### src/rtl/assert_macros.svh
// Assertion helpers shared by the RTL.
`ifndef ASSERT_MACROS_SVH
`define ASSERT_MACROS_SVH

// cond must never hold while out of reset
`define HVG_ASSERT_NEVER(lbl, clk, rstn, cond, msg) \
    lbl: assert property (@(posedge clk) disable iff (!rstn) !(cond)) else $error(msg);

// ante implies cons in the same cycle
`define HVG_ASSERT_IMPLY(lbl, clk, rstn, ante, cons, msg) \
    lbl: assert property (@(posedge clk) disable iff (!rstn) (ante) |-> (cons)) else $error(msg);

`endif

### src/rtl/hvg_pkg.sv
package hvg_pkg;

    localparam int SAMPLE_BITS = 16;
    localparam int MAX_WIDTH   = 1024;
    localparam int MAX_ROWS    = 4096;
    localparam int COL_W       = 10;
    localparam int ROW_W       = 12;

    // configuration register indexes
    localparam logic [2:0] REG_GRID_WIDTH     = 3'd0;
    localparam logic [2:0] REG_GRID_HEIGHT    = 3'd1;
    localparam logic [2:0] REG_TERRAIN_SIZE   = 3'd2;
    localparam logic [2:0] REG_HEIGHT_GAIN    = 3'd3;
    localparam logic [2:0] REG_INV_TWO_STEP_X = 3'd4;
    localparam logic [2:0] REG_INV_TWO_STEP_Z = 3'd5;
    localparam logic [2:0] REG_TEX_STEP_U     = 3'd6;
    localparam logic [2:0] REG_TEX_STEP_V     = 3'd7;

    typedef struct packed {
        logic [10:0] grid_width;
        logic [12:0] grid_height;
        logic [23:0] terrain_size;
        logic [23:0] height_gain;
        logic [23:0] inv_two_step_x;
        logic [23:0] inv_two_step_z;
        logic [24:0] tex_step_u;
        logic [24:0] tex_step_v;
    } cfg_t;

    // one vertex to evaluate: position, the four neighbour heights and its own
    typedef struct packed {
        logic [COL_W-1:0]       col;
        logic [ROW_W-1:0]       row;
        logic [SAMPLE_BITS-1:0] hl;
        logic [SAMPLE_BITS-1:0] hr;
        logic [SAMPLE_BITS-1:0] hd;
        logic [SAMPLE_BITS-1:0] hu;
        logic [SAMPLE_BITS-1:0] hs;
        logic                   last;
    } job_t;

    typedef struct packed {
        logic valid;
        job_t job;
    } job_push_t;

endpackage

### src/rtl/hvg_back.sv
module hvg_back import hvg_pkg::*; (
    input  logic         aclk,
    input  logic         aresetn,
    input  cfg_t         cfg,
    input  logic         fifo_empty,
    input  job_t         head,
    output logic         pop,
    output logic         m_tvalid,
    input  logic         m_tready,
    output logic [175:0] m_tdata,
    output logic         m_tlast
);

    localparam logic [2:0] B_IDLE = 3'd0;
    localparam logic [2:0] B_MUL  = 3'd1;
    localparam logic [2:0] B_SQRT = 3'd2;
    localparam logic [2:0] B_DSET = 3'd3;
    localparam logic [2:0] B_DIV  = 3'd4;
    localparam logic [2:0] B_OUT  = 3'd5;

    logic [2:0]  state_reg;
    job_t        job_reg;
    logic [15:0] dx_reg, dz_reg;
    logic        negx_reg, negz_reg, negu_reg, negv_reg;
    logic [3:0]  step_reg;
    logic [31:0] mul_a, mul_b;
    logic [63:0] prod_reg;
    logic [24:0] qx_reg, qz_reg;
    logic [31:0] sx_reg, sz_reg;
    logic [63:0] l_reg, res_reg, bit_reg, acc_reg;
    logic [23:0] wy_reg, wx_reg, wz_reg;
    logic [15:0] tu_reg, tv_reg;
    logic [36:0] mu_reg, mv_reg;
    logic [4:0]  cnt_reg;
    logic [47:0] num_reg, dv_reg;
    logic [16:0] quo_reg, quo_next;
    logic [1:0]  dsel_reg;
    logic [14:0] nx_reg, nz_reg, ny_reg;
    logic        out_free;
    logic [63:0] sq_try, tmp_w;
    logic [31:0] root;

    function automatic logic [31:0] slope_sat(input logic [63:0] p);
        logic [63:0] t;
        t = (p + 64'd2048) >> 12;
        return (t > 64'h8000_0000) ? 32'h8000_0000 : t[31:0];
    endfunction

    function automatic logic [23:0] height_sat(input logic [63:0] p);
        logic [63:0] t;
        t = (p + 64'd32768) >> 16;
        return (t > 64'hFF_FFFF) ? 24'hFF_FFFF : t[23:0];
    endfunction

    function automatic logic [15:0] tex_sat(input logic [36:0] t);
        logic [37:0] v;
        v = ({1'b0, t} + 38'd128) >> 8;
        return (v > 38'hFFFF) ? 16'hFFFF : v[15:0];
    endfunction

    function automatic logic [36:0] centre_mag(input logic [36:0] t);
        return (t < 37'h80_0000) ? 37'h80_0000 - t : t - 37'h80_0000;
    endfunction

    function automatic logic [23:0] world_bits(input logic neg, input logic [63:0] sum);
        logic [63:0] w;
        logic [23:0] m;
        w = (sum + 64'h80_0000) >> 24;
        if (neg) begin
            m = (w > 64'h80_0000) ? 24'h80_0000 : w[23:0];
            return 24'd0 - m;
        end else begin
            return (w > 64'h7F_FFFF) ? 24'h7F_FFFF : w[23:0];
        end
    endfunction

    assign pop      = (state_reg == B_IDLE) && !fifo_empty;
    assign out_free = !m_tvalid || m_tready;
    assign root     = res_reg[31:0];
    assign sq_try   = res_reg + bit_reg;
    assign tmp_w    = acc_reg + (prod_reg << 18);

    always_comb begin
        case (step_reg)
            4'd0:    begin mul_a = 32'(dx_reg);         mul_b = 32'(cfg.height_gain);    end
            4'd1:    begin mul_a = 32'(dz_reg);         mul_b = 32'(cfg.height_gain);    end
            4'd2:    begin mul_a = 32'(qx_reg);         mul_b = 32'(cfg.inv_two_step_x); end
            4'd3:    begin mul_a = 32'(qz_reg);         mul_b = 32'(cfg.inv_two_step_z); end
            4'd4:    begin mul_a = sx_reg;              mul_b = sx_reg;                  end
            4'd5:    begin mul_a = sz_reg;              mul_b = sz_reg;                  end
            4'd6:    begin mul_a = 32'(job_reg.hs);     mul_b = 32'(cfg.height_gain);    end
            4'd7:    begin mul_a = 32'(job_reg.col);    mul_b = 32'(cfg.tex_step_u);     end
            4'd8:    begin mul_a = 32'(job_reg.row);    mul_b = 32'(cfg.tex_step_v);     end
            4'd9:    begin mul_a = 32'(mu_reg[17:0]);   mul_b = 32'(cfg.terrain_size);   end
            4'd10:   begin mul_a = 32'(mu_reg[36:18]);  mul_b = 32'(cfg.terrain_size);   end
            4'd11:   begin mul_a = 32'(mv_reg[17:0]);   mul_b = 32'(cfg.terrain_size);   end
            4'd12:   begin mul_a = 32'(mv_reg[36:18]);  mul_b = 32'(cfg.terrain_size);   end
            default: begin mul_a = 32'd0;               mul_b = 32'd0;                   end
        endcase
    end

    assign quo_next = (num_reg >= dv_reg) ? {quo_reg[15:0], 1'b1} : {quo_reg[15:0], 1'b0};

    always_ff @(posedge aclk) begin
        prod_reg <= mul_a * mul_b;
        if (!aresetn) begin
            state_reg <= B_IDLE;
            m_tvalid  <= 1'b0;
        end else begin
            if (state_reg == B_OUT && out_free) begin
                m_tvalid <= 1'b1;
            end else if (m_tready) begin
                m_tvalid <= 1'b0;
            end
            case (state_reg)
                B_IDLE: begin
                    if (!fifo_empty) begin
                        job_reg   <= head;
                        dx_reg    <= (head.hl > head.hr) ? head.hl - head.hr : head.hr - head.hl;
                        dz_reg    <= (head.hd > head.hu) ? head.hd - head.hu : head.hu - head.hd;
                        negx_reg  <= head.hr > head.hl;
                        negz_reg  <= head.hu > head.hd;
                        step_reg  <= 4'd0;
                        state_reg <= B_MUL;
                    end
                end
                B_MUL: begin
                    step_reg <= step_reg + 4'd1;
                    case (step_reg)
                        4'd1:  qx_reg <= 25'((prod_reg + 64'd32768) >> 16);
                        4'd2:  qz_reg <= 25'((prod_reg + 64'd32768) >> 16);
                        4'd3:  sx_reg <= slope_sat(prod_reg);
                        4'd4:  sz_reg <= slope_sat(prod_reg);
                        4'd5:  l_reg  <= prod_reg + 64'h1_0000_0000;
                        4'd6:  l_reg  <= l_reg + prod_reg;
                        4'd7:  wy_reg <= height_sat(prod_reg);
                        4'd8: begin
                            tu_reg   <= tex_sat(prod_reg[36:0]);
                            negu_reg <= prod_reg[36:0] < 37'h80_0000;
                            mu_reg   <= centre_mag(prod_reg[36:0]);
                        end
                        4'd9: begin
                            tv_reg   <= tex_sat(prod_reg[36:0]);
                            negv_reg <= prod_reg[36:0] < 37'h80_0000;
                            mv_reg   <= centre_mag(prod_reg[36:0]);
                        end
                        4'd10: acc_reg <= prod_reg;
                        4'd11: wx_reg  <= world_bits(negu_reg, tmp_w);
                        4'd12: acc_reg <= prod_reg;
                        4'd13: begin
                            wz_reg    <= world_bits(negv_reg, tmp_w);
                            res_reg   <= '0;
                            bit_reg   <= 64'h4000_0000_0000_0000;
                            cnt_reg   <= '0;
                            state_reg <= B_SQRT;
                        end
                        default: ;
                    endcase
                end
                B_SQRT: begin
                    // digit-by-digit root, two bits of the radicand per cycle
                    if (l_reg >= sq_try) begin
                        l_reg   <= l_reg - sq_try;
                        res_reg <= (res_reg >> 1) + bit_reg;
                    end else begin
                        res_reg <= res_reg >> 1;
                    end
                    bit_reg <= bit_reg >> 2;
                    cnt_reg <= cnt_reg + 5'd1;
                    if (cnt_reg == 5'd31) begin
                        dsel_reg  <= 2'd0;
                        state_reg <= B_DSET;
                    end
                end
                B_DSET: begin
                    case (dsel_reg)
                        2'd0:    num_reg <= (48'(sx_reg) << 15) + 48'(root >> 1);
                        2'd1:    num_reg <= (48'(sz_reg) << 15) + 48'(root >> 1);
                        default: num_reg <= 48'h8000_0000 + 48'(root >> 1);
                    endcase
                    dv_reg    <= 48'(root) << 16;
                    quo_reg   <= '0;
                    cnt_reg   <= '0;
                    state_reg <= B_DIV;
                end
                B_DIV: begin
                    // quotient stays below 2^17, so 17 restoring steps suffice
                    if (num_reg >= dv_reg) begin
                        num_reg <= num_reg - dv_reg;
                    end
                    dv_reg  <= dv_reg >> 1;
                    quo_reg <= quo_next;
                    cnt_reg <= cnt_reg + 5'd1;
                    if (cnt_reg == 5'd16) begin
                        case (dsel_reg)
                            2'd0:    nx_reg <= (quo_next > 17'd32767) ? 15'h7FFF : quo_next[14:0];
                            2'd1:    nz_reg <= (quo_next > 17'd32767) ? 15'h7FFF : quo_next[14:0];
                            default: ny_reg <= (quo_next > 17'd32767) ? 15'h7FFF : quo_next[14:0];
                        endcase
                        dsel_reg  <= dsel_reg + 2'd1;
                        state_reg <= (dsel_reg == 2'd2) ? B_OUT : B_DSET;
                    end
                end
                B_OUT: begin
                    if (out_free) begin
                        state_reg <= B_IDLE;
                    end
                end
                default: begin
                    state_reg <= B_IDLE;
                end
            endcase
        end
        if (state_reg == B_OUT && out_free) begin
            m_tdata <= {3'd0, tv_reg, tu_reg,
                        negz_reg ? 16'd0 - {1'b0, nz_reg} : {1'b0, nz_reg},
                        ny_reg,
                        negx_reg ? 16'd0 - {1'b0, nx_reg} : {1'b0, nx_reg},
                        wz_reg, wy_reg, wx_reg, job_reg.row, job_reg.col};
            m_tlast <= job_reg.last;
        end
    end

endmodule

### config.mk
export PLATFORM = sky130hd
export DESIGN_NAME = hvg_back
export DESIGN_NICKNAME = d
export VERILOG_FILES = /design/src/rtl/assert_macros.svh /design/src/rtl/hvg_pkg.sv /design/src/rtl/hvg_back.sv
export SDC_FILE = /design/constraint.sdc
export NUM_CORES = 2
export LEC_CHECK = 0
export BUFFER_PORTS_ARGS = -buffer_cell sky130_fd_sc_hd__buf_2
export CORE_ASPECT_RATIO = 0.9
export CORE_MARGIN = 2
export CORE_UTILIZATION = 53
export CTS_CLUSTER_DIAMETER = 50
export CTS_CLUSTER_SIZE = 14
export DETAILED_ROUTE_END_ITERATION = 7
export PLACE_DENSITY_LB_ADDON = 0.05
export SETUP_SLACK_MARGIN = 0.02
export SLEW_MARGIN = 10
export SYNTH_ARGS = -nofsm -noshare
export SYNTH_HDL_FRONTEND = slang
export SYNTH_SLANG_ARGS = --single-unit
export TNS_END_PERCENT = 20
### constraint.sdc
create_clock -name aclk -period 9.8 [get_ports aclk]
set_clock_uncertainty 0.1 [all_clocks]
set_input_delay 1.47 -clock aclk [delete_from_list [all_inputs] [get_ports aclk]]
set_output_delay 1.47 -clock aclk [all_outputs]
set_load 0.1 [all_outputs]
* Yosys cells after proc, flatten, opt, wreduce, memory -nomap -nowiden *
Index checks and enable logic that the tools add are counted.
Widths: inputs -> output; s select.

word-level totals
  bits in registers = 1,033
  bits of input ports = 277
  word-level logic and storage cells = 198

cells by class
  $add $sub $neg = 26
  multipliers = 1
  $lt $le $gt $ge = 13
  equal/unequal tests = 30
  mux-type cells = 44
  bitwise logic cells = 2
  reductions and logical operators = 41

operators by type and width
  cell                    count
  $pmux 64 s2             4
  $pmux 32 s13            1
  $pmux 48 s2             3
  $mux 64                 4
  $pmux 32 s8             1
  $add 64x64->64          3
  $add 47x31->48          2
  $mux 24                 4
  $add 63x64->64          1
  $add 64x12->64 const B  1
  $add 64x16->64 const B  1
  $add 64x24->64 const B  1
  $add 64x33->64 const B  1
  $ge 64x64->1            1
  $gt 16x16->1            4
  $mul 32x32->64          1
  $sub 16x16->16          4
  $sub 64x64->64          1
  $gt 52x32->1 const B    1
  $ge 48x48->1            1
  $gt 48x24->1 const B    1
  $mux 16                 3
  $mux 48                 1
  $sub 48x48->48          1
  other kinds (55)        111

* Logic depth before layout (Yosys ltp) *
  depth in word-level cells = 6
  gate-level depth with buffers = 42
  gate-level depth less buffers = 37

* Worst setup path before layout *
No wires, ideal clock.

  path kind = register to register
  start point = register step_reg[2]
  end point = register prod_reg[62]
  arrival = 10.334 ns
  required time = 9.628 ns
  slack = -0.706 ns
  stages on the path, launching flop included = 39
  clock period less this slack = 10.506 ns
  path through = edfxtp_1 > clkbuf_1 > nor2_1 > and2_1 > clkbuf_1 > clkbuf_1 > buf_1 > buf_1 > buf_1 > a22oi_1 > nand3_1 > clkbuf_1 > nand2_1 > fa_1 > inv_1 > fa_1 > inv_1 > fa_1 > [... 3 more ...] > fa_1 > fa_1 > inv_1 > fa_1 > inv_1 > ha_1 > a21o_1 > a21o_1 > a21oi_1 > o21ai_0 > a2111o_1 > and4_1 > o31a_1 > a211oi_2 > o31ai_1 > a311o_1 > a311oi_1 > xnor2_1

between the ends
  cells in the longest elaborated chain, start to end = 4

ends and longest elaborated chain
  item                                                                 RTL line         text
  from (decl)                                                          hvg_back.sv:25   logic [3:0] step_reg;
  from (signal assigned)                                               hvg_back.sv:128  step_reg <= step_reg + 4'd1;
  $eq 4x4->1, or another cell as far along                             hvg_back.sv:84   case (step_reg)
  $reduce_or 4->1 (no source line) or $reduce_or 3->1 (tied branches)  --
  $pmux 32 s8                                                          hvg_back.sv:84
  $mul 32x32->64 (*)                                                   hvg_back.sv:105  prod_reg <= mul_a * mul_b;
  to (signal assigned)                                                 hvg_back.sv:105
  to (decl)                                                            hvg_back.sv:27   logic [63:0] prod_reg;

Every way passes the cells marked *; elsewhere a longest branch is shown, timed or not.
A chain may end at the register's enable or synchronous reset.

* Worst setup path in the final report *
  start point = register step_reg[0]
  end point = register prod_reg[62]

Same word-level chain as after synthesis.

==> summary.md <==
| Metric | Value |
|---|---|
| Outcome | complete, but fails checks |
| Failing checks | negative setup slack |
| Final min period | 9876 ps |
| Largest family of logic cells by synthesized area | adder cells |
| Complex-gate fraction of the synthesized area | 0.1361 |
| Count of pins over their slew limit | 0 |
| Reg with most FFs | m_tdata |
| Share of cells above drive strength 1 | 0.1557 |
| CP delay by family, top | adder cells |
| RSZ-0062 raised after global routing | true |
| Final Hold Fails | 0 |
| Hold Slack | 260.6 ps |
| IO Pins | 456 |
| Post-synthesis adder-cell area fraction | 0.2810 |
| Max-cap violation count | 0 |
| DRT Pass-1 Iters | 6 |
| Vias | 80.39k |
| CTS Sinks | 983 |
| Hold Crit Class | reg -> reg |
| Reg clk slew, reported paths | 70 ps |
| Fill cells | 15.12k |
| Clock Latency Late Sink | 810 ps |
| Simple-Gate Fraction of Synth Area | 0.1480 |
| Port Buffers | 428 |
| Warnings from Yosys | 0 |
| EDFF count, synth | 915 |
| Post-Syn Instances | 10.08k |
| Final WS setup | -76.08 ps |
| Setup Crit Path Kind | reg -> reg |
| Hold Crit Depth | 0 |
| Drc violations | 0 |
| Most frequent CP cell | fa_1 |
| Buf+Inv Stages, Crit Path | 11 |
| First-pass GRT wire length | 508.9 mm |
| Worst path depth | 38 |
| Post-DRT Antenna Nets | 0 |
| Flops & latches, synth | 983 |
| CTS Buffer Depth | 3 |
| Seq/Total Area, Yosys | 0.3022 |
| Unique masters post-synth | 106 |
| Synth Area in XOR/XNOR | 0.05317 |
| CP Capture Type | flip-flop |
| Critical Path Fanout Max | 7 |
| Primary FF master, synth | edfxtp_1 |
| Std-Cell Core Area | 178,600 um^2 |
| DP Area | 105,800 um^2 |
| Die area | 183,500 um^2 |
| Post-DP HPWL | 274.6 mm |
| Final worst path period share | 1.008 |
| CTS tree | built |
| Initial antenna violation count | 22 |
| Dpl ws | -618.9 ps |
| Grt ovf | 0 |
| Largest net degree at the start of global routing | 95 |
| P&R area growth vs syn | 16.27% |
| Tot GR Track Use | 0.3714 |
| Row count | 147 |
| Fin util | 0.6214 |
| Final GP Congestion | 1.013 |
| H-tree Lvls | 3 |
| Num CTS Buffers | 114 |
| Wire per inst | 25.65 um |
| Critical path startpoint category | flip-flop |
| Multi-input logic area | 61,250 um^2 |
| Worst path slowest cell | fa_2 |
| Starting Density | 0.5344 |
| Delay of the slowest critical-path stage | 610 ps |
| # setup viols final | 2 |
| Vias in the first global route | 79.97k |
| Syn_area_per_cell | 9.471 um^2 |
| Die span in y | 406.6 um |
| CP Data Arrival Time | 10,500 ps |
| Die Width | 451.3 um |
| Worst-margin pin slew | 1359 ps |
| Slew Limit Headroom | 0.09057 |
| Achievable frequency | 101.3 MHz |
| Detailed Route WL | 343.0 mm |
| DRT iter0 DRCs | 8,860 |
| Crit path required time | 10,420 ps |
| Vias per cell | 6.010 |
| Mapped Area | 95,440 um^2 |
| Number of flip-flops under the largest register name | 173 |
| Design Area, Final | 111,000 um^2 |
| Multiplexer area fraction after synthesis | 0.009177 |
| R2r worst-path depth | 38 |
| Async set-reset flop share out of synthesis | 0 |
| Root Driver | clkbuf_16 |
| Reg area | 28,840 um^2 |
| Final Net Count | 12.77k |
## logic make-up after synthesis
kind of cell | Yosys count
adders and majority gates | 1601
buffers and inverters | 1780
and+or+nand+nor | 3078
xor gates and xnor gates | 577
AOI/OAI and AO/OA | 1975
DFF | 983
other | 1
muxes | 82
## per-layer routing
layer / share of wire / vias to the layer above / routed length (um) / GRT usage
met4: 0.059 / 14 / 20120 / 0.1756
met1: 0.40 / 39650 / 137800 / 0.5006
met2: 0.44 / 3869 / 149200 / 0.5662
met3: 0.10 / 821 / 35730 / 0.08837
li1: - / 36031 / - / -
met5: 0.00030 / - / 102 / 0
## synth_stat cells, types with 37 or more instances
cell type | n | area [um^2]
and2_1 | 91 | 569.3
o21a_1 | 46 | 345.3
nor3_1 | 150 | 750.7
xor2_1 | 226 | 1979
o31ai_1 | 47 | 352.8
edfxtp_1 | 915 | 27480
a221oi_1 | 37 | 324.1
inv_1 | 1272 | 4775
a21oi_1 | 502 | 2512
o211ai_1 | 57 | 427.9
a31oi_1 | 108 | 675.7
ha_1 | 697 | 8721
a21o_1 | 210 | 1577
a22o_1 | 92 | 805.8
mux2i_1 | 41 | 410.4
or3_1 | 79 | 494.2
o22ai_1 | 47 | 294.0
mux2_2 | 38 | 427.9
and3_1 | 110 | 688.2
dfxtp_1 | 68 | 1361
a211oi_1 | 105 | 788.3
xnor2_1 | 349 | 3057
nand2b_1 | 97 | 606.8
nor2_1 | 1009 | 3787
nor4_1 | 69 | 431.7
a22oi_1 | 69 | 518.0
o21ai_0 | 368 | 1842
clkbuf_1 | 453 | 1700
nand4_1 | 104 | 650.6
nor2b_1 | 79 | 494.2
nand2_1 | 987 | 3705
nand3_1 | 165 | 825.8
o21bai_1 | 63 | 473.0
fa_1 | 904 | 18100
## stage by stage
stage          std cells  setup TNS, ps
2_1_floorplan      10079              0
3_3_place_gp       13110          -5467
3_5_place_dp       13110          -7378
4_1_cts            13335         -64.36
5_1_grt            13370          -2486
6_report           13375         -109.7
## path summary, 6_finish.rpt
kind | startpoint | to | slack, ps
hold / removal | ny_reg[13]$_DFFE_PP_ | m_tdata[123]$_DFFE_PP_ | 260
hold reg to reg | ny_reg[13]$_DFFE_PP_ | m_tdata[123]$_DFFE_PP_ | 260
setup reg to reg | step_reg[0]$_SDFFCE_PN0P_ | prod_reg[62]$_DFF_P_ | -80
setup / recovery | step_reg[0]$_SDFFCE_PN0P_ | prod_reg[62]$_DFF_P_ | -80
## worst register-to-register path: cells and delay by family, from the launching register on
family                     cells  cell delay, ps
adders and majority gates     10            4460
xor gates and xnor gates       1             160
DFF                            1             420
and+or+nand+nor                6             950
buffers and inverters         11            1290
AOI/OAI and AO/OA             10            2450
## cell type report
| type | count | area share |
|---|---|---|
| flip-flops and latches | 983 | 0.2599 |
| well taps | 2384 | 0.02688 |
| repair buffers | 1196 | 0.08328 |
| inverters | 1278 | 0.04327 |
| diodes | 13 | 0.0002931 |
| clock inverters | 72 | 0.007396 |
| multi-input cells | 7316 | 0.5519 |
| clock buffers | 133 | 0.02710 |
## what timing repair did
action / CTS / global route
hold buffers: 0 / 0
buffers inserted: 20 / 23
endpoints found under the setup margin: 19 / 23
hold endpoints to repair: 0 / 0
pin swaps: 69 / 51
resized for setup: 73 / 108
gates cloned: 0 / 4
## layout by cell type, fill, tap and decap left out, drive strengths merged, types with 350 or more instances in the layout
master  instances
o21ai         372
edfxtp        915
xnor2         350
nor2         1009
inv          1302
buf          1192
a21oi         503
nand2         987
fa            904
ha            697
Power is left out: the tool's default activity adds up to more than one toggle a clock period on the data nets, which glitch-free logic cannot reach.
