### config.mk
export PLATFORM = sky130hd
export DESIGN_NAME = hvg_job_fifo
export DESIGN_NICKNAME = d
export VERILOG_FILES = /design/src/rtl/assert_macros.svh /design/src/rtl/hvg_pkg.sv /design/src/rtl/hvg_job_fifo.sv
export SDC_FILE = /design/constraint.sdc
export NUM_CORES = 1
export LEC_CHECK = 0
export ABC_CLOCK_PERIOD_IN_PS = 5300
export BUFFER_PORTS_ARGS = -buffer_cell sky130_fd_sc_hd__buf_2
export CORE_ASPECT_RATIO = 0.8
export CORE_MARGIN = 3
export CORE_UTILIZATION = 45
export DETAILED_ROUTE_END_ITERATION = 12
export SYNTH_ARGS = -nofsm -noshare
export SYNTH_HDL_FRONTEND = slang
export SYNTH_SLANG_ARGS = --single-unit
### constraint.sdc
create_clock -name aclk -period 5.3 [get_ports aclk]
set_input_delay 0 -clock aclk [delete_from_list [all_inputs] [get_ports aclk]]
set_output_delay 0 -clock aclk [all_outputs]
set_load 0.02 [all_outputs]
### src/rtl/assert_macros.svh
// Assertion helpers shared by the RTL.
`ifndef ASSERT_MACROS_SVH
`define ASSERT_MACROS_SVH

// cond must never hold while out of reset
`define HVG_ASSERT_NEVER(lbl, clk, rstn, cond, msg) \
    lbl: assert property (@(posedge clk) disable iff (!rstn) !(cond)) else $error(msg);

// ante implies cons in the same cycle
`define HVG_ASSERT_IMPLY(lbl, clk, rstn, ante, cons, msg) \
    lbl: assert property (@(posedge clk) disable iff (!rstn) (ante) |-> (cons)) else $error(msg);

`endif

### src/rtl/hvg_pkg.sv
package hvg_pkg;

    localparam int SAMPLE_BITS = 16;
    localparam int MAX_WIDTH   = 1024;
    localparam int MAX_ROWS    = 4096;
    localparam int COL_W       = 10;
    localparam int ROW_W       = 12;

    // configuration register indexes
    localparam logic [2:0] REG_GRID_WIDTH     = 3'd0;
    localparam logic [2:0] REG_GRID_HEIGHT    = 3'd1;
    localparam logic [2:0] REG_TERRAIN_SIZE   = 3'd2;
    localparam logic [2:0] REG_HEIGHT_GAIN    = 3'd3;
    localparam logic [2:0] REG_INV_TWO_STEP_X = 3'd4;
    localparam logic [2:0] REG_INV_TWO_STEP_Z = 3'd5;
    localparam logic [2:0] REG_TEX_STEP_U     = 3'd6;
    localparam logic [2:0] REG_TEX_STEP_V     = 3'd7;

    typedef struct packed {
        logic [10:0] grid_width;
        logic [12:0] grid_height;
        logic [23:0] terrain_size;
        logic [23:0] height_gain;
        logic [23:0] inv_two_step_x;
        logic [23:0] inv_two_step_z;
        logic [24:0] tex_step_u;
        logic [24:0] tex_step_v;
    } cfg_t;

    // one vertex to evaluate: position, the four neighbour heights and its own
    typedef struct packed {
        logic [COL_W-1:0]       col;
        logic [ROW_W-1:0]       row;
        logic [SAMPLE_BITS-1:0] hl;
        logic [SAMPLE_BITS-1:0] hr;
        logic [SAMPLE_BITS-1:0] hd;
        logic [SAMPLE_BITS-1:0] hu;
        logic [SAMPLE_BITS-1:0] hs;
        logic                   last;
    } job_t;

    typedef struct packed {
        logic valid;
        job_t job;
    } job_push_t;

endpackage

### src/rtl/hvg_job_fifo.sv
module hvg_job_fifo import hvg_pkg::*; (
    input  logic      aclk,
    input  logic      aresetn,
    input  job_push_t push,
    output logic      full,
    input  logic      pop,
    output logic      empty,
    output job_t      head
);

    localparam int DEPTH = 4;

    job_t       mem_reg [DEPTH];
    logic [1:0] wr_ptr_reg, rd_ptr_reg;
    logic [2:0] count_reg;

    assign full  = (count_reg == 3'(DEPTH));
    assign empty = (count_reg == 3'd0);
    assign head  = mem_reg[rd_ptr_reg];

    always_ff @(posedge aclk) begin
        if (push.valid) begin
            mem_reg[wr_ptr_reg] <= push.job;
        end
        if (!aresetn) begin
            wr_ptr_reg <= '0;
            rd_ptr_reg <= '0;
            count_reg  <= '0;
        end else begin
            if (push.valid) begin
                wr_ptr_reg <= wr_ptr_reg + 2'd1;
            end
            if (pop) begin
                rd_ptr_reg <= rd_ptr_reg + 2'd1;
            end
            count_reg <= count_reg + 3'(push.valid) - 3'(pop);
        end
    end

endmodule

* Yosys cells after proc, flatten, opt, wreduce, memory -nomap -nowiden *
Memory sizes are Yosys's and may differ from the RTL's. A register that Yosys moved wholly into a read port is not among the register bits.
Cells that the tools add are included.

operators by class
  div/mod/pow operators = 0
  order comparisons = 0
  bitwise gates (word level) = 0
  multiplexer cells = 4
  shift-type cells = 0
  $mul = 0
  equal/unequal tests = 1
  reduce and logical (&&, ||, !) cells = 1
  $add $sub $neg = 4

operators with widths
  operator                                     count
  adder 2 x 1 -> 2 bit, second input constant  2
  2-to-1 mux 2 bit                             2
  adder 3 x 1 -> 3 bit                         1
  equality test 3 bit, second input constant   1
  logical NOT 3 bit                            1
  subtractor 3 x 1 -> 3 bit                    1
  2-to-1 mux 1 bit                             2

storage, ports and cells
  input bits = 107
  bits in writable memories = 412
  register bits = 7
  output and inout bits = 105
  memories kept = 1
  logic and storage cells = 14
  ROM bits = 0
  bits in latches = 0

memory list
  name     words  width  read ports  clocked after Yosys merged registers in  wr ports  RTL line            RTL
  mem_reg  4      103    1           1                                        1         hvg_job_fifo.sv:13  job_t mem_reg [DEPTH];

* Logic depth before layout (Yosys ltp) *
Gate-level depths: netlist of run 1.

  depth in word-level cells = 3
  mapped depth = 7
  mapped depth without buffers = 7

* Worst setup path before layout of run 1 *
Ideal clock, no wire load.

  kind = reg-to-reg
  start = reg wr_ptr_reg[0]
  end = mem mem_reg[0][0] in the netlist's numbering, enable pin
  arrival = 2.921 ns
  data required time = 4.827 ns
  path slack = 1.906 ns
  stages on the path, launching flop included = 4
  period minus slack after synthesis = 3.394 ns
  buffers on the path = 0
  library setup time = 0.473 ns
  path through = dfxtp_1 inv_1 ha_1 and2_1

RTL lines
  element                 RTL line            RTL
  start, declared         hvg_job_fifo.sv:14  logic [1:0] wr_ptr_reg, rd_ptr_reg;
  start signal, assigned  hvg_job_fifo.sv:31  wr_ptr_reg <= wr_ptr_reg + 2'd1;
  end, declared           hvg_job_fifo.sv:13

No word-level cell before the write port.

==> results of run 1 <==
-- final timing paths --
check | from | endpoint | slack (ps) | cells after the start
worst max-delay path | register | head[14] | 2420 | 3
worst min-delay path | push[42] | mem_reg[1][42]$_DFFE_PP_ | 220 | 2
worst max register to register | wr_ptr_reg[0]$_SDFFE_PN0P_ | mem_reg[0][31]$_DFFE_PP_ | 2860 | 4
worst min register to register | rd_ptr_reg[1]$_SDFFE_PN0P_ | register | 520 | 2
-- synthesized netlist by cell type --
cell | number | share of area
a21bo_2 | 1 | 0.00065
a21oi_1 | 1 | 0.00033
and2_1 | 6 | 0.0024
and3_1 | 1 | 0.00041
buf_1 | 3 | 0.00073
buf_12 | 8 | 0.010
buf_2 | 8 | 0.0026
buf_4 | 3 | 0.0015
buf_6 | 1 | 0.00073
dfxtp_1 | 9 | 0.012
edfxtp_1 | 412 | 0.80
fa_1 | 1 | 0.0013
ha_1 | 6 | 0.0049
inv_1 | 7 | 0.0017
mux2i_1 | 1 | 0.00065
mux4_2 | 103 | 0.15
nand3b_1 | 1 | 0.00049
nor2_1 | 5 | 0.0012
nor3_1 | 1 | 0.00033
xnor2_1 | 2 | 0.0011
xor3_1 | 1 | 0.0015
-- cell type report --
type                            count  share of cell area
Sequential cell                   421              0.6533
Multi-Input combinational cell    130              0.1335
Timing Repair Buffer              323              0.1131
Clock buffer                       55             0.06052
Tap cell                          427             0.02779
Clock inverter                     23             0.01035
Inverter                            7            0.001367
Antenna cell                        1           0.0001302
-- layer usage --
metal | part of all wire | global-route usage | wire, um
met5 | 0 | 0 | 0
met4 | 0.017 | 0.04134 | 513
met3 | 0.075 | 0.04942 | 2255
met2 | 0.49 | 0.2755 | 14690
met1 | 0.42 | 0.2247 | 12570
-- worst register-to-register path: stages (launching register included) --
cell and delay, ps:
dfxtp_1 340, inv_1 90, ha_1 150, and2_4 850
buf_4 620
-- power by group through the flow --
stage          sequential [mW]  combinational (mW)  clock (mW)
5_1_grt                   3.92               0.878        3.11
2_1_floorplan             3.94               0.534           0
6_report                  3.90               0.814        2.89
4_1_cts                   3.91               0.834        2.97
3_3_place_gp              3.97               0.752           0
3_5_place_dp              3.98               0.766           0
-- logic make-up after synthesis --
family                   after synthesis  synth area share
XOR/XNOR                               3          0.002685
buffers and inverters                 30           0.01765
flip-flops                           421            0.8161
adder cells (fa/ha/maj)                7          0.006183
AO/OA/AOI/OAI                          2         0.0009760
AND/OR/NAND/NOR                       14          0.004882
multiplexers                         104            0.1515
-- cell usage in the layout, fill, tap and decap left out --
cell / count
and2_1: 2
xnor2_1: 2
inv_6: 2
bufinv_16: 3
clkbuf_1: 10
dlygate4sd3_1: 106
buf_12: 1
buf_4: 5
clkinv_4: 1
dfxtp_1: 7
clkinvlp_4: 4
inv_1: 7
dfxtp_4: 2
nor2_1: 5
and2_4: 4
edfxtp_1: 412
and3_1: 1
mux2i_1: 1
clkinv_1: 10
fa_1: 1
nand3b_1: 1
clkinv_2: 3
xor3_1: 1
a21bo_2: 1
diode_2: 1
nor3_1: 1
mux4_2: 103
a21oi_1: 1
clkbuf_16: 45
ha_1: 6
buf_2: 211
==> summary.md, run 1 <==
| Metric | Value |
|---|---|
| Outcome | completed |
| Pre-CTS setup slack | between 2000 and 3000 ps |
| Clock root buffer | clkbuf_16 |
| GRT Total Usage | 0.1678 |
| Syn Area/Cell | approximately 26 sq um |
| Filler Cells Inserted | around 2,400 |
| CP max stage delay | around 1000 ps |
| Share of power burned in registers | 0.513 |
| VDD IR max | roughly 0.00028 V |
| Num ports | 212 |
| Non-Filler Instances | 1,387 |
| Max-Cap Viols | 0 |
| Iter 0 DRT Violations | roughly 490 |
| H-tree depth | 2 |
| DRC viols | 0 |
| Yosys reg bits | 421 |
| Port bufs | 211 |
| Post-route ant nets | 0 |
| Reported leakage power | 6.528 nW |
| CTS Buffer Depth | 3 |
| Grt total ovfl | 0 |
| Die Span X | approximately 210 um |
| Clock power frac | 0.380 |
| Final WL | roughly 30,000 um |
| Critical Path End Type | output pin |
| Sw Share | 0.2254 |
| GP Congestion | a little under 0.7 |
| Max Fclk | around 0.35 GHz |
| Sw power | 1.715 mW |
| Worst setup path class | register to output pin |
| Dpl cell area | about 17,000 sq um |
| Setup Buffers After CTS | 0 |
| TritonRoute pass-1 iters | 6 |
| First-pass GRT wire length | roughly 46,000 um |
| Fin area | just under 20,000 sq um |
| Max stage delay cell, worst path | dfxtp_4 |
| Internal | between 5 and 6 mW |
| Vias in the first global route | between 7,000 and 8,000 |
| Pin count of the biggest net entering global routing | roughly 70 |
| Slew margin rel. | 0.2645 |
| Post-cts hold buffer count | between 100 and 150 |
| Crit path required time | around 5300 ps |
| Worst-Margin Slew | around 1100 ps |
| Vert. Die Dim | about 170 um |
| Area growth, synth to finish | 25.01% |
| Power share of the combinational group | 0.107 |
| Final worst setup slack | between 2000 and 2500 ps |
| Number of vias per cell | roughly 5.2 |
| Post-layout min period | around 2900 ps |
| Synth unique cells | 21 |
| Register area | approximately 13,000 sq um |
| Post-CTS resize count | 0 |
| CTS tree | yes |
| Sequential fraction of the synthesis area | 0.8161 |
| Startpoint class of the critical path | register |
| Final design utilization | 0.5813 |
| Buffers and inverters on the worst path | 2 |
| Area of the multi-input gates | 2566 sq um |
| Core footprint | approximately 33,000 sq um |
| CP arrival | 2880 ps |
| Final period utilization | 0.5430 |
| Mapped Cells | between 500 and 600 |
| CP top delay family | flip-flops |
| Clock sink count | 421 |
| Rows | 59 |
| Via count | 7,213 |
| DIE AREA | 36,450 sq um |
| Unrepaired setup endpoints after global routing | no |
| DPL Wire Length | 17,600 um |
| Slew Viols, Final | 0 |
| Worst-path fanout max | between 50 and 60 |
| Worst min-delay path class | primary input to register |
| Mapped Nets | 695 |
| Skew final | between 10 and 15 ps |
| Largest register FFs | 412 |
| PwrDens | 395.7 nW/um^2 |
| Power consumption | approximately 7.6 mW |
| WL per Instance | 21.65 um |
| Initial core utilization | 0.4650 |
| Final TNS setup | 0 ps |
| CTS Buf Count | 43 |
| Cells after DPL | roughly 1,200 |
| Total Nets Final | 1,040 |
| Ys Warns | 0 |
| Share of layout cells above drive strength 1 | 0.4015 |
| Clk Latency, worst-skew pair | around 530 ps |
| Final setup fails | 0 |
| Mapped Area | between 15,000 and 20,000 sq um |
| Critical path cell sequence | buf_12 -> mux4_2 -> buf_2 |
| WHS | ~220 ps |
| Initial antenna violation count | 1 |
| Clk slew on worst S/H paths | about 60 ps |
| Final Hold Fails | 0 |
Power figures use the tool's default switching activity.
==> run 2: changes to the inputs <==
--- a/config.mk
+++ b/config.mk
@@ -5,7 +5,7 @@
 export SDC_FILE = /design/constraint.sdc
 export NUM_CORES = 1
 export LEC_CHECK = 0
-export ABC_CLOCK_PERIOD_IN_PS = 5300
+export ABC_CLOCK_PERIOD_IN_PS = 2700
 export BUFFER_PORTS_ARGS = -buffer_cell sky130_fd_sc_hd__buf_2
 export CORE_ASPECT_RATIO = 0.8
 export CORE_MARGIN = 3
==> constraint.sdc (replaced) <==
create_clock -name aclk -period 2.7 [get_ports aclk]
set_input_delay 0 -clock aclk [delete_from_list [all_inputs] [get_ports aclk]]
set_output_delay 0 -clock aclk [all_outputs]
set_load 0.02 [all_outputs]
==> run 2 against run 1 <==
Effect of this change: count of clock-buffer cells in the layout stayed put; die area stayed put; design area is 1.3% higher; global-route usage is 0.18 points higher; critical path depth stayed put; worst hold slack worse by 4.7 ps; sequential share of layout area is 0.86 points lower; register-to-register slack worse by 1900 ps; sequential power is 95% higher; clock power is 100% higher; clock skew is 1.0 ps higher.
==> summary.md, run 2 (synthesis results as in run 1) <==
| Metric | Value |
|---|---|
| Outcome | completed |
| Worst-path fanout max | 21 (-60%) |
| Worst min-delay path class | primary input to register |
| Startpoint class of the critical path | register |
| Dpl cell area | 17,010 sq um (+1.2%) |
| Iter 0 DRT Violations | 525 (+8.2%) |
| Power consumption | 15.17 mW (+99%) |
| VDD IR max | 0.0005600 V (+97%) |
| Slew Viols, Final | 0 (unchanged) |
| Post-route ant nets | 0 (unchanged) |
| Worst setup path class | register to output pin |
| GP Congestion | 0.7105 (+3.9%) |
| Cells after DPL | 1,213 (+0.92%) |
| WL per Instance | 21.80 um (+0.72%) |
| DPL Wire Length | 18,220 um (+3.5%) |
| Initial antenna violation count | 0 (-1) |
| CTS tree | yes |
| DRC viols | 0 (unchanged) |
| Share of layout cells above drive strength 1 | 0.4109 (+0.009457) |
| Core footprint | 33,070 sq um (unchanged) |
| Vias in the first global route | 8,234 (+4.4%) |
| Vert. Die Dim | 171.4 um (unchanged) |
| Initial core utilization | 0.4650 (unchanged) |
| Unrepaired setup endpoints after global routing | no |
| CTS Buffer Depth | 3 (unchanged) |
| Via count | 7,342 (+1.8%) |
| Most common cell after layout, fill and taps aside | edfxtp_1 |
| Area growth, synth to finish | 26.68% |
| Slew margin rel. | 0.5938 (+0.3293) |
| CP arrival | 2330 ps (-550 ps) |
| Number of vias per cell | 5.248 (+0.92%) |
| DIE AREA | 36,450 sq um (unchanged) |
| Total Nets Final | 1,051 (+1.1%) |
| Largest register FFs | 412 (unchanged) |
| Worst-Margin Slew | 609.3 ps (-494.0 ps) |
| Die Span X | 212.7 um (unchanged) |
| Grt total ovfl | 0 (unchanged) |
| Num ports | 212 (unchanged) |
| WHS | 212.4 ps (-4.695 ps) |
| Final TNS setup | 0 ps (unchanged) |
| Clk Latency, worst-skew pair | 540 ps (about the same) |
| Pin count of the biggest net entering global routing | 51 (-26%) |
| First-pass GRT wire length | 46,830 um (+1.7%) |
| Crit path required time | 2700 ps (-2600 ps) |
| Final period utilization | 0.8641 |
| Final WL | 30,500 um (+1.6%) |
| Commonest cells after routing, fill and taps aside | 412 x edfxtp_1, 211 x buf_2, 106 x dlygate4sd3_1 |
| H-tree depth | 2 (unchanged) |
| TritonRoute pass-1 iters | 4 (-2) |
| Final Hold Fails | 0 (unchanged) |
| Port bufs | 211 (unchanged) |
| Final setup fails | 0 (unchanged) |
| Critical Path End Type | output pin |
| Setup Buffers After CTS | 0 (unchanged) |
| Reported leakage power | 6.664 nW (+2.1%) |
| GRT Total Usage | 0.1696 (+0.001786) |
| Clk slew on worst S/H paths | 60 ps (about the same) |
| Clock sink count | 421 (unchanged) |
| CTS Buf Count | 43 (unchanged) |
| Max Fclk | ~0.43 GHz |
| Max-Cap Viols | 0 (unchanged) |
| Post-layout min period | approximately 2300 ps |
| Rows | 59 (unchanged) |
| Skew final | 11.77 ps (+1.042 ps) |
| Non-Filler Instances | 1,399 (+0.87%) |
| Fin area | 19,480 sq um (+1.3%) |
| Clock root buffer | clkbuf_16 |
| PwrDens | 778.8 nW/um^2 (+97%) |
[run 2: cell count changes in the layout (fill, tap and decap cells not counted), sizes merged]
cell	previous run	this run
inv	9	7
buf	217	228
bufinv	3	5
clkinv	14	19
clkinvlp	4	0
[run 2: final cells by class]
class,count,area [sq um]
diodes,1,2.502
clock buffers,55,1174
clock inverters,24,237.7
fillers,2447,13590
inverters,7,26.28
multi-input cells,130,2566
flip-flops and latches,421,12560
well taps,427,534.3
repair buffers,334,2382
[run 2: final timing paths]
check                              from                  endpoint  slack [ps]  depth (start not counted)
min                            push[25]  mem_reg[0][25]$_DFFE_PP_         210                          2
max                            register                  head[23]         370                          3
min reg2reg  rd_ptr_reg[1]$_SDFFE_PN0P_                  register         560                          2
max reg2reg  wr_ptr_reg[0]$_SDFFE_PN0P_  mem_reg[0][24]$_DFFE_PP_         910                          4
[run 2: where the power goes]
part	leakage, nW	total (mW)	switching [mW]	internal (mW)
Combinational	2.11	1.69	0.942	0.751
Sequential	3.86	7.61	0.103	7.51
Clock	0.696	5.87	2.32	3.54
Total	6.66	15.2	3.37	11.8
[run 2: routing by layer]
layer,vias to the layer above,share of wire,global-route usage
met2,227,0.50,0.2814
li1,3212,-,-
met3,46,0.066,0.04358
met4,0,0.016,0.04337
met5,-,0,0
met1,3857,0.42,0.2282
[run 2: per-stage QoR]
step                worst slack [ps]    util
global placement               880.1  0.5143
global route                   192.0  0.5890
floorplan                      445.8       -
CTS                            253.3  0.5890
detailed placement             853.6  0.5143
finish                         366.9  0.5891
[run 2: repair_timing]
item                                    CTS  global route
hold buffers                            106             0
endpoints found under the setup margin    0             0
resized for setup                         0             0
hold endpoints to repair                421             0
[run 2: worst max-delay path, cell delays in order, from the launching register on]
cell and delay, ps:
dfxtp_4 650, buf_4 390, mux4_2 560, buf_2 180
==> run 3: changes to the inputs <==
--- a/config.mk
+++ b/config.mk
@@ -5,12 +5,14 @@
 export SDC_FILE = /design/constraint.sdc
 export NUM_CORES = 1
 export LEC_CHECK = 0
+export ABC_AREA = 1
 export ABC_CLOCK_PERIOD_IN_PS = 2700
 export BUFFER_PORTS_ARGS = -buffer_cell sky130_fd_sc_hd__buf_2
 export CORE_ASPECT_RATIO = 0.8
 export CORE_MARGIN = 3
-export CORE_UTILIZATION = 45
+export CORE_UTILIZATION = 28
 export DETAILED_ROUTE_END_ITERATION = 12
+export PLACE_DENSITY = 0.43
 export SYNTH_ARGS = -nofsm -noshare
 export SYNTH_HDL_FRONTEND = slang
 export SYNTH_SLANG_ARGS = --single-unit
==> run 3 against run 2 <==
Effect of this change: global-route usage shrank 5.7 points; flip-flop and latch count is the same; first-iteration DRC count grew 4.0%; clock skew shrank 5.3 ps; power shrank 0.86%; clock power shrank 1%; critical path depth grew 3; sequential share of layout area shrank 4.8 points; highest routed layer unchanged; design area grew 8.0%; worst hold slack lost 12 ps.
==> summary.md, run 3 <==
| Metric | Value |
|---|---|
| First-pass GRT wire length | 55,350 um (+18%) |
| Clk slew on worst S/H paths | 60 ps (about the same) |
| Final period utilization | 0.8048 (-0.05930) |
| Clk Latency, worst-skew pair | 550 ps (about the same) |
| Largest area contributor in the netlist | edfxtp_1 |
| Synth unique cells | 19 (-9.5%) |
| Ys Warns | 0 (unchanged) |
| Setup Buffers After CTS | 0 (unchanged) |
| FFs w/ async S/R, synth | 0 (unchanged) |
| Share of Yosys cell area claimed by the top area cell type | 0.7430 (-0.06147) |
| Critical R2R Launch | wr_ptr_reg[1]$_SDFFE_PN0P_ |
| Clock root buffer | clkbuf_16 |
| Worst min-delay path class | primary input to register |
| Startpoint class of the critical path | register |
| WL per Instance | 14.95 um (-31%) |
| Rows | 79 (+34%) |
| Final setup fails | 0 (unchanged) |
| PwrDens | 715.0 nW/um^2 (-8.2%) |
| Post-synthesis adder-cell area fraction | 0.005710 (-0.0004725) |
| DPL Wire Length | 20,290 um (+11%) |
| WHS | 200.8 ps (-11.56 ps) |
| Mapped Nets | 1,371 (+97%) |
| Worst reg2reg path depth | 5 (+1) |
| Vias in the first global route | 9,624 (+17%) |
| Most common cell after layout, fill and taps aside | edfxtp_1 |
| Post-route ant nets | 0 (unchanged) |
| Fin area | 21,040 sq um (+8.0%) |
| Largest register FFs | 412 (unchanged) |
| Iter 0 DRT Violations | 546 (+4.0%) |
| Area of the multi-input gates | 2778 sq um (+8.2%) |
| DRC viols | 0 (unchanged) |
| Num ports | 212 (unchanged) |
| Pin count of the biggest net entering global routing | 126 (+150%) |
| CTS Buffer Depth | 3 (unchanged) |
| Min-delay src | push[53] |
| Reported leakage power | 8.053 nW (+21%) |
| Post-Synth XOR/XNOR Area | 0 (-0.002685) |
| Slew Viols, Final | 0 (unchanged) |
| CTS tree | yes |
| Largest family of logic cells by synthesized area | compound AO/OA/AOI/OAI gates |
| Final design utilization | 0.3595 (-0.2296) |
| Post-layout min period | 2173 ps (-160.1 ps) |
| N_diodes | 0 (-1) |
| Filler Cells Inserted | 5,730 (+130%) |
| Die Span X | 278.7 um (+31%) |
| Via count | 9,982 (+36%) |
| Core footprint | 58,520 sq um (+77%) |
| Initial core utilization | 0.2846 (-0.1805) |
| Area growth, synth to finish | 26.34% |
| Skew final | 6.454 ps (-5.317 ps) |
| H-tree depth | 2 (unchanged) |
| Critical Path End Type | output pin |
| Critical Path Sink | head[51] |
| RR Endpoint | mem_reg[1][33]$_DFFE_PP_ |
| Post-synth EDFFs | 412 (unchanged) |
| Vert. Die Dim | 224.1 um (+31%) |
| GRT Total Usage | 0.1127 (-0.05685) |
| Share of layout cells above drive strength 1 | 0.1866 (-0.2243) |
| Worst-Margin Slew | 643.6 ps (+34.28 ps) |
| Dpl cell area | 18,580 sq um (+9.2%) |
| Slew margin rel. | 0.5710 (-0.02285) |
| Outcome | completed |
| Total Nets Final | 1,693 (+61%) |
| Simple logic cell fraction of the synthesized area | 0.04974 (+0.04486) |
| CP arrival | 2170 ps (-160 ps) |
| Syn Area/Cell | 13.25 sq um (-50%) |
| Grt total ovfl | 0 (unchanged) |
| DIE AREA | 62,450 sq um (+71%) |
| Top post-synthesis cells by area | edfxtp_1 74%, inv_1 5.0%, nand2_1 4.9%, o211ai_1 4.6%, a21oi_1 3.3% |
| R2R Setup Slk | 1020 ps (+110 ps) |
| Most frequent cell after synthesis | edfxtp_1 |
| Synth Area in Compound Gates | 0.1114 (+0.1104) |
| Unrepaired setup endpoints after global routing | no |
| CTS Buf Count | 46 (+7.0%) |
| GP Congestion | 0.7043 (-0.87%) |
| VDD IR max | 0.0004177 V (-25%) |
| Register area | 12,560 sq um (unchanged) |
| Max Fclk | 0.4602 GHz (+7.4%) |
| Sequential fraction of the synthesis area | 0.7538 (-0.06236) |
| Worst setup path class | register to output pin |
| Port bufs | 211 (unchanged) |
| Initial antenna violation count | 0 (unchanged) |
| Power consumption | 15.04 mW (-0.86%) |
| Final WL | 35,620 um (+17%) |
| Commonest cells after routing, fill and taps aside | 412 x edfxtp_1, 217 x inv_1, 216 x nand2_1 |
| Number of vias per cell | 4.191 (-20%) |
| Top cells by count, synth | 412 x edfxtp_1, 221 x inv_1, 216 x nand2_1 |
| Synth Flop Type | edfxtp_1 |
| Clock sink count | 421 (unchanged) |
| Final Hold Fails | 0 (unchanged) |
| Yosys reg bits | 421 (unchanged) |
| Crit path required time | 2700 ps (about the same) |
| Mapped Area | 16,650 sq um (+8.3%) |
| Worst-path fanout max | 56 (+170%) |
| Mapped Cells | 1,257 (+120%) |
| Max-Cap Viols | 0 (unchanged) |
| Portion of netlist area occupied by mux cells | 0 (-0.1515) |
| TritonRoute pass-1 iters | 4 (unchanged) |
| Final TNS setup | 0 ps (unchanged) |
-- run 3: cell types whose count changed after synthesis, sizes merged, moves of 103 or more --
cell / delta
o21ai: +107
a21oi: +108
nand2: +216
mux4: -103
o211ai: +103
inv: +214
-- run 3: cells by family (layout without fill, tap and decap cells) --
logic type | Yosys count | count (layout)
flops | 421 | 421
compound gates | 319 | 319
fa+ha+maj | 7 | 7
buf+inv | 290 | 646
simple gates | 220 | 220
-- run 3: final cells by class --
| class | count | share of cell area |
|---|---|---|
| Clock buffer | 60 | 0.06024 |
| Inverter | 221 | 0.04014 |
| Sequential cell | 421 | 0.5970 |
| Multi-Input combinational cell | 546 | 0.1320 |
| Tap cell | 769 | 0.04573 |
| Clock inverter | 22 | 0.005947 |
| Timing Repair Buffer | 343 | 0.1189 |
-- run 3: metrics by stage --
| stage | worst slack (ps) | instances |
|---|---|---|
| CTS | 460.9 | 2382 |
| global route | 325.3 | 2382 |
| detailed placement | 1007 | 2193 |
| finish | 527.0 | 2382 |
| global placement | 989.7 | 2193 |
| floorplan | 105.7 | 1257 |
-- run 3: routing by layer --
layer	part of all wire	track usage	vias up
met1	0.47	0.1510	4745
met3	0.040	0.02428	55
li1	-	-	5026
met5	0	0	-
met4	0.021	0.03285	0
met2	0.47	0.1850	156
-- run 3: power breakdown --
group	leakage (nW)	internal, mW	switching [mW]
Clock	0.677	3.38	2.43
Sequential	3.86	7.48	0.0703
Combinational	3.52	0.581	1.10
Total	8.05	11.4	3.61
-- run 3: worst min-delay path by stage --
stage,to,slack (ps),cells past startpoint
2_1_floorplan,register,90,1
3_3_place_gp,mem_reg[3][72]$_DFFE_PP_,220,1
3_5_place_dp,mem_reg[2][72]$_DFFE_PP_,220,1
4_1_cts,mem_reg[2][3]$_DFFE_PP_,140,2
5_1_grt,mem_reg[3][53]$_DFFE_PP_,160,2
6_report,mem_reg[3][53]$_DFFE_PP_,200,2
-- run 3: critical path, stage by stage, from the launching register on --
cell and delay [ps]:
dfxtp_4 510, buf_12 300, buf_4 310, a21oi_1 100, o21ai_1 110, nand2_1 60
buf_2 160
-- run 3: timing repair --
| action | CTS | global route |
|---|---|---|
| hold endpoints to repair | 422 | 0 |
| resized for setup | 0 | 0 |
| hold buffers | 107 | 0 |
